[config.mk]
export PLATFORM = sky130hd
export DESIGN_NAME = ballistic_drag_euler_step_unit
export DESIGN_NICKNAME = d
export VERILOG_FILES = /design/src/sv/bdes_pkg.sv /design/src/sv/bdes_mul.sv /design/src/sv/bdes_sqrt.sv /design/src/sv/bdes_div.sv /design/src/sv/ballistic_drag_euler_step_unit.sv
export SDC_FILE = /design/constraint.sdc
export NUM_CORES = 2
export LEC_CHECK = 0
export BUFFER_PORTS_ARGS = -buffer_cell sky130_fd_sc_hd__buf_2
export CORE_MARGIN = 5
export CORE_UTILIZATION = 30
export CTS_CLUSTER_SIZE = 25
export DETAILED_ROUTE_END_ITERATION = 8
export GPL_ROUTABILITY_DRIVEN = 1
export PLACE_DENSITY_LB_ADDON = 0.15
export SETUP_SLACK_MARGIN = 0.1
export SLEW_MARGIN = 40
export SYNTH_ARGS = -nofsm -noshare
export SYNTH_HDL_FRONTEND = slang
export SYNTH_SLANG_ARGS = --single-unit
[constraint.sdc]
create_clock -name clock -period 12.9 [get_ports clock]
set_input_delay 1.935 -clock clock [delete_from_list [all_inputs] [get_ports clock]]
set_output_delay 1.935 -clock clock [all_outputs]
set_load 0.01 [all_outputs]
[src/sv/bdes_pkg.sv]
// Types and constants of the projectile step unit.
package bdes_pkg;

   localparam int POS_W      = 40;
   localparam int VEL_W      = 32;
   localparam int DIV_W      = 48;
   localparam int DIV_CNT_W  = 6;
   localparam int SQRT_STEPS = 32;

   localparam logic [31:0] DRAG_K     = 32'd6734509;
   localparam logic [41:0] GRAV_Q16   = 42'd642253;
   localparam logic [15:0] MASS_RESET = 16'd51;
   localparam logic [15:0] MASS_ZERO  = 16'd51;
   localparam logic [9:0]  TPS_RESET  = 10'd30;
   localparam logic [9:0]  TPS_ZERO   = 10'd1;

   typedef logic [1:0] csr_index_type;
   localparam csr_index_type CSR_MASS = 2'd0;
   localparam csr_index_type CSR_TPS  = 2'd1;

   // Sequencer states.
   typedef enum logic [3:0] {
      ST_IDLE,
      ST_SQ_MUL,
      ST_SQ_ACC,
      ST_SQRT_GO,
      ST_SQRT_WAIT,
      ST_K_MUL,
      ST_F_GO,
      ST_F_WAIT,
      ST_A_MLO,
      ST_A_MHI,
      ST_A_ACC,
      ST_A_DIV,
      ST_A_WAIT,
      ST_V_DIV,
      ST_V_WAIT,
      ST_DONE
   } state_type;

   // Command to the shared divider.
   typedef struct packed {
      logic                 start;
      logic [DIV_W-1:0]     dividend;
      logic [15:0]          divisor;
      logic [DIV_CNT_W-1:0] steps;
   } div_cmd_type;

endpackage

[src/sv/bdes_mul.sv]
// Shared 32 by 32 unsigned multiplier with a registered product.
module bdes_mul (
   input  logic        clock,
   input  logic [31:0] op_a,
   input  logic [31:0] op_b,
   output logic [63:0] prod
);
   logic [63:0] prod_ff;

   // The product is registered: it appears in the cycle after the operands.
   always_ff @(posedge clock) begin
      prod_ff <= 64'(op_a) * 64'(op_b);
   end

   assign prod = prod_ff;
endmodule

[src/sv/bdes_sqrt.sv]
// Bit-serial integer square root, two radicand bits per cycle.
module bdes_sqrt (
   input  logic        clock,
   input  logic        reset,
   input  logic        start,
   input  logic [63:0] radicand,
   output logic        done,
   output logic [31:0] root
);
   import bdes_pkg::*;

   logic [63:0] rad_ff, rad_in;
   logic [33:0] rem_ff, rem_in;
   logic [31:0] root_ff, root_in;
   logic [4:0]  cnt_ff, cnt_in;
   logic        busy_ff, busy_in;
   logic        done_ff, done_in;

   // One digit of the root per step.
   always_comb begin
      logic [35:0] rem_sh;
      logic [35:0] trial;
      logic        ge;
      rem_sh  = {rem_ff, rad_ff[63:62]};
      trial   = {2'b00, root_ff, 2'b01};
      ge      = rem_sh >= trial;
      rad_in  = rad_ff;
      rem_in  = rem_ff;
      root_in = root_ff;
      cnt_in  = cnt_ff;
      busy_in = busy_ff;
      done_in = 1'b0;
      if (start) begin
         rad_in  = radicand;
         rem_in  = '0;
         root_in = '0;
         cnt_in  = 5'(SQRT_STEPS - 1);
         busy_in = 1'b1;
      end else if (busy_ff) begin
         rad_in  = {rad_ff[61:0], 2'b00};
         rem_in  = ge ? 34'(rem_sh - trial) : rem_sh[33:0];
         root_in = {root_ff[30:0], ge};
         cnt_in  = cnt_ff - 5'd1;
         if (cnt_ff == '0) begin
            busy_in = 1'b0;
            done_in = 1'b1;
         end
      end
   end

   always_ff @(posedge clock) begin
      if (reset) begin
         busy_ff <= 1'b0;
         done_ff <= 1'b0;
      end else begin
         busy_ff <= busy_in;
         done_ff <= done_in;
      end
      rad_ff  <= rad_in;
      rem_ff  <= rem_in;
      root_ff <= root_in;
      cnt_ff  <= cnt_in;
   end

   assign done = done_ff;
   assign root = root_ff;
endmodule

[src/sv/bdes_div.sv]
// Shared restoring divider, one quotient bit per cycle, left-aligned dividend.
module bdes_div (
   input  logic                  clock,
   input  logic                  reset,
   input  bdes_pkg::div_cmd_type cmd,
   output logic                  done,
   output logic [47:0]           quotient
);
   import bdes_pkg::*;

   logic [15:0]          rem_ff, rem_in;
   logic [DIV_W-1:0]     quo_ff, quo_in;
   logic [15:0]          dvs_ff, dvs_in;
   logic [DIV_CNT_W-1:0] cnt_ff, cnt_in;
   logic                 busy_ff, busy_in;
   logic                 done_ff, done_in;

   // Shift one dividend bit into the partial remainder and try a subtraction.
   always_comb begin
      logic [16:0] rem_sh;
      logic        ge;
      rem_sh  = {rem_ff, quo_ff[DIV_W-1]};
      ge      = rem_sh >= {1'b0, dvs_ff};
      rem_in  = rem_ff;
      quo_in  = quo_ff;
      dvs_in  = dvs_ff;
      cnt_in  = cnt_ff;
      busy_in = busy_ff;
      done_in = 1'b0;
      if (cmd.start) begin
         rem_in  = '0;
         quo_in  = cmd.dividend;
         dvs_in  = cmd.divisor;
         cnt_in  = cmd.steps - 1'b1;
         busy_in = 1'b1;
      end else if (busy_ff) begin
         rem_in  = ge ? 16'(rem_sh - {1'b0, dvs_ff}) : rem_sh[15:0];
         quo_in  = {quo_ff[DIV_W-2:0], ge};
         cnt_in  = cnt_ff - 1'b1;
         if (cnt_ff == '0) begin
            busy_in = 1'b0;
            done_in = 1'b1;
         end
      end
   end

   always_ff @(posedge clock) begin
      if (reset) begin
         busy_ff <= 1'b0;
         done_ff <= 1'b0;
      end else begin
         busy_ff <= busy_in;
         done_ff <= done_in;
      end
      rem_ff <= rem_in;
      quo_ff <= quo_in;
      dvs_ff <= dvs_in;
      cnt_ff <= cnt_in;
   end

   assign done     = done_ff;
   assign quotient = quo_ff;
endmodule

[src/sv/ballistic_drag_euler_step_unit.sv]
// Projectile step unit: quadratic drag and gravity, semi-implicit Euler update.
// A load gives its result in the cycle after acceptance. A new transaction is taken only when
// the unit is idle again, after the previous result has been accepted.
// A tick works through the squares, the 32-step root and the 48-step drag division,
// then per axis through the 40-step and 32-step divisions by the tick rate.
// Synchronous reset clears the state; mass returns to 0.2 kg and the rate to 30 per second.
module ballistic_drag_euler_step_unit (
   input  logic                   clock,
   input  logic                   reset,
   input  logic                   req_valid,
   output logic                   req_stall,
   input  logic                   req_action,
   input  logic signed [39:0]     req_load_pos_x,
   input  logic signed [39:0]     req_load_pos_y,
   input  logic signed [39:0]     req_load_pos_z,
   input  logic signed [31:0]     req_load_vel_x,
   input  logic signed [31:0]     req_load_vel_y,
   input  logic signed [31:0]     req_load_vel_z,
   output logic                   rsp_valid,
   input  logic                   rsp_stall,
   output logic signed [39:0]     rsp_pos_x,
   output logic signed [39:0]     rsp_pos_y,
   output logic signed [39:0]     rsp_pos_z,
   output logic signed [31:0]     rsp_vel_x,
   output logic signed [31:0]     rsp_vel_y,
   output logic signed [31:0]     rsp_vel_z,
   input  logic                   csr_valid,
   output logic                   csr_ready,
   input  bdes_pkg::csr_index_type csr_index,
   input  logic [15:0]            csr_data
);
   import bdes_pkg::*;

   state_type state_ff, state_in;

   logic signed [POS_W-1:0] pos_ff [3];
   logic signed [VEL_W-1:0] vel_ff [3];
   logic [1:0]  ax_ff;
   logic [15:0] mass_ff;
   logic [9:0]  tps_ff;
   logic [63:0] s2_ff;
   logic [47:0] f_ff;
   logic [63:0] lo_ff;
   logic [39:0] d_ff;
   logic        neg_ff;

   logic [31:0]  mul_a, mul_b;
   logic [63:0]  prod;
   logic         sqrt_start, sqrt_done;
   logic [31:0]  root;
   div_cmd_type  div_cmd;
   logic         div_done;
   logic [47:0]  quo;

   logic signed [VEL_W-1:0] vcur;
   logic                    vneg;
   logic [31:0]             mag;
   logic [15:0]             m_eff;
   logic [9:0]              t_eff;
   logic [79:0]             sum80;
   logic signed [41:0]      acc_a;
   logic [41:0]             amag;
   logic signed [41:0]      dv, vsum, dp, psum;
   logic signed [VEL_W-1:0] vnew;
   logic signed [POS_W-1:0] pnew;
   logic                    req_acc;

   assign req_acc = req_valid && !req_stall;

   // Operand of the current axis and the effective registers.
   assign vcur  = vel_ff[ax_ff];
   assign vneg  = vcur[VEL_W-1];
   assign mag   = vneg ? 32'(-vcur) : 32'(vcur);
   assign m_eff = (mass_ff == '0) ? MASS_ZERO : mass_ff;
   assign t_eff = (tps_ff == '0) ? TPS_ZERO : tps_ff;

   // Drag term: low and high partial products joined, then scaled down by 2^40.
   assign sum80 = {prod[47:0], 32'b0} + {16'b0, lo_ff};

   // Acceleration of the current axis with gravity on the vertical one.
   always_comb begin
      acc_a = vneg ? $signed({2'b00, d_ff}) : -$signed({2'b00, d_ff});
      if (ax_ff == 2'd1) begin
         acc_a = acc_a - $signed(GRAV_Q16);
      end
      amag = acc_a[41] ? 42'(-acc_a) : 42'(acc_a);
   end

   // Velocity update with saturation.
   always_comb begin
      dv   = neg_ff ? -$signed({2'b00, quo[39:0]}) : $signed({2'b00, quo[39:0]});
      vsum = $signed({{10{vcur[VEL_W-1]}}, vcur}) + dv;
      if (vsum > 42'sd2147483647) begin
         vnew = 32'sh7FFFFFFF;
      end else if (vsum < -42'sd2147483648) begin
         vnew = 32'sh80000000;
      end else begin
         vnew = vsum[31:0];
      end
   end

   // Position update with saturation.
   always_comb begin
      logic signed [POS_W-1:0] pcur;
      pcur = pos_ff[ax_ff];
      dp   = neg_ff ? -$signed({10'b0, quo[31:0]}) : $signed({10'b0, quo[31:0]});
      psum = $signed({{2{pcur[POS_W-1]}}, pcur}) + dp;
      if (psum > 42'sd549755813887) begin
         pnew = 40'sh7FFFFFFFFF;
      end else if (psum < -42'sd549755813888) begin
         pnew = 40'sh8000000000;
      end else begin
         pnew = psum[39:0];
      end
   end

   // Sequencer: next state and unit commands.
   always_comb begin
      state_in         = state_ff;
      mul_a            = '0;
      mul_b            = '0;
      sqrt_start       = 1'b0;
      div_cmd.start    = 1'b0;
      div_cmd.dividend = '0;
      div_cmd.divisor  = {6'b0, t_eff};
      div_cmd.steps    = '0;
      unique case (state_ff)
         ST_IDLE: begin
            if (req_acc) begin
               state_in = req_action ? ST_DONE : ST_SQ_MUL;
            end
         end
         ST_SQ_MUL: begin
            mul_a    = mag;
            mul_b    = mag;
            state_in = ST_SQ_ACC;
         end
         ST_SQ_ACC: begin
            state_in = (ax_ff == 2'd2) ? ST_SQRT_GO : ST_SQ_MUL;
         end
         ST_SQRT_GO: begin
            sqrt_start = 1'b1;
            state_in   = ST_SQRT_WAIT;
         end
         ST_SQRT_WAIT: begin
            if (sqrt_done) begin
               state_in = ST_K_MUL;
            end
         end
         ST_K_MUL: begin
            mul_a    = DRAG_K;
            mul_b    = root;
            state_in = ST_F_GO;
         end
         ST_F_GO: begin
            div_cmd.start    = 1'b1;
            div_cmd.dividend = prod[55:8];
            div_cmd.divisor  = m_eff;
            div_cmd.steps    = DIV_CNT_W'(DIV_W);
            state_in         = ST_F_WAIT;
         end
         ST_F_WAIT: begin
            if (div_done) begin
               state_in = ST_A_MLO;
            end
         end
         ST_A_MLO: begin
            mul_a    = mag;
            mul_b    = f_ff[31:0];
            state_in = ST_A_MHI;
         end
         ST_A_MHI: begin
            mul_a    = mag;
            mul_b    = {16'b0, f_ff[47:32]};
            state_in = ST_A_ACC;
         end
         ST_A_ACC: begin
            state_in = ST_A_DIV;
         end
         ST_A_DIV: begin
            div_cmd.start    = 1'b1;
            div_cmd.dividend = {amag[39:0], 8'b0};
            div_cmd.steps    = DIV_CNT_W'(40);
            state_in         = ST_A_WAIT;
         end
         ST_A_WAIT: begin
            if (div_done) begin
               state_in = ST_V_DIV;
            end
         end
         ST_V_DIV: begin
            div_cmd.start    = 1'b1;
            div_cmd.dividend = {mag, 16'b0};
            div_cmd.steps    = DIV_CNT_W'(VEL_W);
            state_in         = ST_V_WAIT;
         end
         ST_V_WAIT: begin
            if (div_done) begin
               state_in = (ax_ff == 2'd2) ? ST_DONE : ST_A_MLO;
            end
         end
         ST_DONE: begin
            if (!rsp_stall) begin
               state_in = ST_IDLE;
            end
         end
         default: state_in = ST_IDLE;
      endcase
   end

   always_ff @(posedge clock) begin
      if (reset) begin
         state_ff <= ST_IDLE;
      end else begin
         state_ff <= state_in;
      end
   end

   // Configuration registers.
   always_ff @(posedge clock) begin
      if (reset) begin
         mass_ff <= MASS_RESET;
         tps_ff  <= TPS_RESET;
      end else if (csr_valid && csr_ready) begin
         unique case (csr_index)
            CSR_MASS: mass_ff <= csr_data;
            CSR_TPS:  tps_ff  <= csr_data[9:0];
            default:  ;
         endcase
      end
   end

   // Projectile state and working registers.
   always_ff @(posedge clock) begin
      if (reset) begin
         for (int i = 0; i < 3; i++) begin
            pos_ff[i] <= '0;
            vel_ff[i] <= '0;
         end
         ax_ff <= '0;
      end else begin
         unique case (state_ff)
            ST_IDLE: begin
               ax_ff <= '0;
               s2_ff <= '0;
               if (req_acc && req_action) begin
                  pos_ff[0] <= req_load_pos_x;
                  pos_ff[1] <= req_load_pos_y;
                  pos_ff[2] <= req_load_pos_z;
                  vel_ff[0] <= req_load_vel_x;
                  vel_ff[1] <= req_load_vel_y;
                  vel_ff[2] <= req_load_vel_z;
               end
            end
            ST_SQ_ACC: begin
               s2_ff <= s2_ff + prod;
               ax_ff <= (ax_ff == 2'd2) ? 2'd0 : ax_ff + 2'd1;
            end
            ST_F_WAIT: begin
               if (div_done) begin
                  f_ff <= quo;
               end
            end
            ST_A_MHI: lo_ff <= prod;
            ST_A_ACC: d_ff  <= sum80[79:40];
            ST_A_DIV: neg_ff <= acc_a[41];
            ST_A_WAIT: begin
               if (div_done) begin
                  vel_ff[ax_ff] <= vnew;
               end
            end
            ST_V_DIV: neg_ff <= vneg;
            ST_V_WAIT: begin
               if (div_done) begin
                  pos_ff[ax_ff] <= pnew;
                  ax_ff         <= (ax_ff == 2'd2) ? 2'd0 : ax_ff + 2'd1;
               end
            end
            default: ;
         endcase
      end
   end

   bdes_mul u_mul (
      .clock (clock),
      .op_a  (mul_a),
      .op_b  (mul_b),
      .prod  (prod)
   );

   bdes_sqrt u_sqrt (
      .clock    (clock),
      .reset    (reset),
      .start    (sqrt_start),
      .radicand (s2_ff),
      .done     (sqrt_done),
      .root     (root)
   );

   bdes_div u_div (
      .clock    (clock),
      .reset    (reset),
      .cmd      (div_cmd),
      .done     (div_done),
      .quotient (quo)
   );

   // Handshakes and result transaction.
   assign req_stall = (state_ff != ST_IDLE);
   assign csr_ready = (state_ff == ST_IDLE);
   assign rsp_valid = (state_ff == ST_DONE);
   assign rsp_pos_x = pos_ff[0];
   assign rsp_pos_y = pos_ff[1];
   assign rsp_pos_z = pos_ff[2];
   assign rsp_vel_x = vel_ff[0];
   assign rsp_vel_y = vel_ff[1];
   assign rsp_vel_z = vel_ff[2];
endmodule

# [Word-level counts from Yosys, hierarchy flattened]
# Memory sizes are Yosys's and may differ from the RTL's. A register that Yosys moved wholly into a read port is not among the register bits.
# Cells that the tools add are included.
[totals] reg_bits=538 ram_bits=216 in_bits=240 out_inout_bits=219 wordCells=191 mem_count=2
[memory_table] name="pos_ff" words=3 width=40 read_ports=4 rd_ports_with_merged_regs=1 write_ports=3 line="ballistic_drag_euler_step_unit.sv:36" text="logic signed [POS_W-1:0] pos_ff [3];"
[memory_table] name="vel_ff" words=3 width=32 read_ports=4 rd_ports_with_merged_regs=1 write_ports=3 line="ballistic_drag_euler_step_unit.sv:37" text="logic signed [VEL_W-1:0] vel_ff [3];"
[classes] add_sub_neg=16 mul=1 magnitude_cmp=6 eq_ne=24 mux=78 bitwise_logic=10 reduce_logical=31
[ops] operator="two-way mux 40 bit" count=7
[ops] operator="two-way mux 32 bit" count=7
[ops] operator="two-way mux 42 bit" count=4
[ops] operator="case mux 49 bit (3 select lines)" count=1
[ops] operator="two-way mux 64 bit" count=2
[ops] operator="case mux 32 bit (4 select lines)" count=1
[ops] operator="case mux 64 bit (2 select lines)" count=1
[ops] operator="two-way mux 48 bit" count=2
[ops] operator="negation 40 -> 42 bit" count=2
[ops] operator="adder 80 x 64 -> 80 bit" count=1
[ops] operator="adder 64 bit" count=1
[ops] operator="multiplier 32 x 32 -> 64 bit" count=1
[ops] operator="case mux 32 bit (2 select lines)" count=1
[ops] operator="case mux 4 bit (16 select lines)" count=1
[ops] operator="adder 32 x 42 -> 42 bit" count=1
[ops] operator="adder 40 x 42 -> 42 bit" count=1
[ops] operator="greater-than comparator 42 x 32 -> 1 bit (second input constant)" count=1
[ops] operator="greater-than comparator 42 x 40 -> 1 bit (second input constant)" count=1
[ops] operator="less-than comparator 42 x 32 -> 1 bit (second input constant)" count=1
[ops] operator="less-than comparator 42 x 40 -> 1 bit (second input constant)" count=1
[ops] operator="negation 32 -> 42 bit" count=1
[ops] operator="subtractor 42 x 21 -> 42 bit (second input constant)" count=1
[ops] operator="negation 40 bit" count=1
[ops] operator="OR reduction 40 bit" count=1
[ops] operator="46 further kinds" count=124

# [Depth between registers and ports, before layout]
[depth] word_depth=10 ltp_mapped=43 ltp_nobuf=38

# [Modules after synthesis]
# From an unflattened synthesis, not the netlist that was laid out.
[hier_totals] cells_unflattened=8728 area_unflattened_um2=84203.3
[modules_own_cells] module="ballistic_drag_euler_step_unit" instances=1 cells_per_inst=3886 area_each_um2=37634.8 seq_area_each_um2=14884.3
[modules_own_cells] module="bdes_mul" instances=1 cells_per_inst=3754 area_each_um2=34635.7 seq_area_each_um2=1281.2
[modules_own_cells] module="bdes_sqrt" instances=1 cells_per_inst=739 area_each_um2=7503.4 seq_area_each_um2=3383.2
[modules_own_cells] module="bdes_div" instances=1 cells_per_inst=349 area_each_um2=4429.2 seq_area_each_um2=2462.4

# [Worst setup path before layout]
# Ideal clock, no wire load.
[synth_timing] kind="reg2reg" from="register with a tool-made name" to="register u_mul.prod_ff[62], in the netlist u_mul.prod[62]" setup_time_ns=0.072 t_arrival_ns=10.362 slack_ns=2.466 path_stages_with_launch=35 n_path_buf=3 cell_sequence="dfxtp_1 buf_4 mux4_2 or3_1 or4_1 nor4_2 nand4_1 o21ai_0 xnor2_1 and2_1 clkbuf_1 clkbuf_1 nand2_1 fa_1 inv_1 fa_1 inv_1 fa_1 fa_1 inv_1 fa_1 fa_1 fa_1 inv_1 fa_1 inv_1 ha_1 and3_1 and3_1 a2111oi_0 nor3_1 o311ai_0 o31ai_1 a31oi_1 xnor2_1"
[synth_rtl] item="end signal: assignment" line="bdes_mul.sv:12" text="prod_ff <= 64'(op_a) * 64'(op_b);"
[synth_rtl] item="end: declaration" line="bdes_mul.sv:8" text="logic [63:0] prod_ff;"

==> summary.md <==
| Metric | Value |
|---|---|
| Outcome | `complete, no violations` |
| Critical path class | `flip-flop to flip-flop` |
| # port buffers | `458` |
| Average wire per cell in the routed design | `28.3 microns` |
| Startpoint types | `flip-flop` |
| Antenna-violating nets left | `0` |
| Worst-case clock buffer depth | `3` |
| Unique masters post-synth | `124` |
| Required time of the worst setup path | `13.48 ns` |
| WP data arrival | `13.05 ns` |
| DR pass1 iterations | `6` |
| Placer congestion estimate | `0.938` |
| Setup Viol. Count Final | `0` |
| Count of final max-slew check failures | `0` |
| Post-route clock period utilization | `96.7%` |
| Power consumption | `21.9 mW` |
| TNS Setup | `0 ns` |
| Pin count of the biggest net entering global routing | `74` |
| Worst slew margin relative to its limit | `40.1%` |
| Worst hold-check path type | `flip-flop to flip-flop` |
| Worst-case reg-to-reg path depth | `35` |
| R2R Path End | `u_mul.prod[63]` |
| Clk Tree Root Cell | `clkbuf_16` |
| Share of async-settable or async-resettable flops after synthesis | `0%` |
| Clock sink count | `796` |
| Slowest cell on the critical path | `o21a_1` |
| Minimum period implied by the final worst setup slack | `12.47 ns` |
| Maxcap violations | `0` |
| Routed wire length | `363000 microns` |
| Share of post-route cells with drive strength above 1 | `12.4%` |
| Wire length of the first global-routing pass | `523000 microns` |
| Internal portion of total power | `10.0 mW` |
| Total number of nets in the final design | `10.8k` |
| Switching power of the nets | `11.9 mW` |
| GR Util met2 | `40.5%` |
| Net count after synthesis | `10.4k` |
| Clock transition at the registers of the reported paths | `0.06 ns` |
| Die Outline Area | `286000 sq um` |
| Global Route met1 Usage | `32.7%` |
| Critical path fanouts, max | `14` |
| Clock insertion delay at the later pin of the skew report | `0.74 ns` |
| Hpwl dp | `292000 microns` |
| Share of synthesized area occupied by flip-flops and latches | `26.7%` |
| Layer with the highest usage | `met2` |
| Most frequent standard cell in the layout excluding fill and tap cells | `inv_1` |
| DR DRC count | `0` |
| Clock power share | `12.7%` |
| End point of the worst hold path | `mass_ff[8]` |
| Critical path capture point type | `flip-flop` |
| Vertical die dimension | `534 microns` |
| Cell depth of the worst min-delay path | `2` |
| Slowest Stage Delay on Critical Path | `0.63 ns` |
| Total power divided by cell area | `235 nW/um^2` |
| Highest attainable clock frequency | `80.2 MHz` |
| Synth Register Bits | `796` |
| Endpoints failing hold | `0` |
| Gr usage total | `24.9%` |
| Sequential power share | `18.6%` |
| Mean instance size in the synthesized netlist | `9.42 sq um` |
| Met3 capacity usage during global routing | `4.67%` |
| Cts-stage hold buffer count | `0` |
| Logic pwr share | `68.7%` |
| Number of buffers inserted during clock tree synthesis | `94` |
| Setup repair after global routing missed its margin | `true` |
| Via count normalized by instance count | `5.41` |
| Area delta synth->final | `13.0%` |
| Critical path's most frequent cell | `fa_1` |
| Flip-flop cell with the highest count after synthesis | `edfxtp_1` |
| CTS tree | `built` |
| Die Wd | `534 microns` |
| Worst Hold Launch | `mass_ff[8]` |
| EDFF count, synth | `607` |
| Initial Utilization | `30.2%` |
| Via count | `69.4k` |
| Total gr overflow | `0` |
| Combined area of all synthesized cells | `82500 sq um` |
| Switching power as a share of total power | `54.2%` |
| Leading cell types in the layout, fill and taps excluded | `inv_1 (1124), nand2_1 (1112), fa_1 (900)` |
| FP Rows | `192` |
| Vias in the first global route | `71.2k` |
| Core outline area | `274000 sq um` |
| Total leakage power | `40.5 nW` |
| Count of synthesis-stage warnings from yosys | `0` |
| I/O pin cnt | `459` |
| Antenna violations before repair | `57` |
| Register-to-register setup slack | `0.43 ns` |
| First DRT Iteration DRCs | `5897` |
| H-tree level count | `3` |
| Clock Skews | `0.0645 ns` |
| Worst IR drop on VDD | `0.218 mV` |
| Post-Synthesis Cells | `8757` |
| Slew @ Worst Pin | `0.892 ns` |
-- cells in the mapped netlist, drive strengths merged, types with 59 or more instances --
| library cell | count | area share, % |
|---|---|---|
| mux2i | 95 | 1.2 |
| buf | 85 | 0.54 |
| a21oi | 364 | 2.2 |
| edfxtp | 607 | 22 |
| and2 | 59 | 0.45 |
| dfxtp | 189 | 4.6 |
| xor2 | 125 | 1.3 |
| a31oi | 61 | 0.50 |
| xnor2 | 291 | 3.1 |
| ha | 495 | 7.5 |
| a221o | 206 | 2.5 |
| nor2 | 906 | 4.1 |
| nor3 | 130 | 0.84 |
| a21o | 182 | 1.7 |
| inv | 1127 | 5.1 |
| o21a | 64 | 0.58 |
| nand2b | 69 | 0.52 |
| fa | 900 | 22 |
| mux4 | 71 | 1.9 |
| nand4 | 67 | 0.52 |
| nand2 | 1125 | 5.1 |
| clkbuf | 368 | 1.7 |
| o21ai | 305 | 1.9 |
| nand3 | 100 | 0.61 |
-- state kept, by name (all words and copies together) (netlist names), 10 cells and up, named ones only --
name	count
d_ff	40
u_div.dvs_ff	16
mass_ff	16
u_mul.prod	64
pos_ff	160
f_ff	48
s2_ff	64
vel_ff	128
u_sqrt.rad_ff	64
tps_ff	10
u_sqrt.rem_ff	34
u_sqrt.root	32
u_div.quotient	48
u_div.rem_ff	16
lo_ff	32
-- cells by family after synthesis --
| family | share of synthesized area (%) |
|---|---|
| muxes | 3.17 |
| buffers and inverters | 7.34 |
| xor gates and xnor gates | 4.43 |
| and+or+nand+nor | 14.8 |
| adders and majority gates | 29.3 |
| DFF | 26.7 |
| AOI/OAI and AO/OA | 14.2 |
-- metal layers --
layer / routed length [microns] / vias up
met5: 421 / -
met4: 17800 / 60
met3: 25900 / 589
met2: 166000 / 2729
met1: 152000 / 35403
li1: - / 30578
-- cell type report --
cell class              count  area [sq um]
fillers                 28134        180000
well taps                3589          4490
inverters                1127          4230
flip-flops and latches    796         22000
repair buffers            734          4430
clock inverters            41           518
clock buffers             132          2630
multi-input cells        6381         54900
diodes                      9          22.5
-- power by group through the flow --
stage,Clock [mW],Combinational (mW),Sequential [mW]
after floorplan,0,8.96,3.79
after global placement,0,14.8,4.13
after detailed placement,0,14.7,4.13
after CTS,2.84,14.9,4.08
after global routing,2.94,16.3,4.11
final,2.78,15.1,4.09
-- critical path, delay by kind of cell (launching register included) --
kind / cells / cell delay (ns)
fa+ha+maj: 9 / 4.61
flops: 1 / 0.52
compound gates: 8 / 2.46
buf+inv: 5 / 0.59
simple gates: 10 / 2.85
mux: 1 / 0.60
xor+xnor: 2 / 0.66
-- worst max-delay path by stage --
| stage | endpoint | slack [ns] | cells after the start |
|---|---|---|---|
| after floorplan | u_mul.prod[62] | 2.47 | 34 |
| after global placement | u_mul.prod[62] | 0.29 | 35 |
| after detailed placement | u_mul.prod[62] | 0.40 | 36 |
| after CTS | u_mul.prod[62] | 0.26 | 36 |
| after global routing | u_mul.prod[62] | 0.06 | 40 |
| final | u_mul.prod[63] | 0.43 | 35 |
-- repair_timing --
action                                  CTS  global route
setup buffers                             0             0
resized for setup                         0             6
endpoints found under the setup margin    0             8
-- per-stage QoR --
stage                     instances  hold WS, ns  setup slack (ns)  instance area [sq um]  util, %
after CTS                     12795        0.479             0.261                  93100     34.0
after global placement        12621        0.454             0.293                  89800     32.8
after global routing          12803        0.494            0.0600                  93200     34.1
after floorplan                8757        0.412              2.47                  82500        -
after detailed placement      12622        0.465             0.399                  90000     32.9
final                         12809        0.479             0.427                  93200     34.1
(Power assumes the default switching activity.)
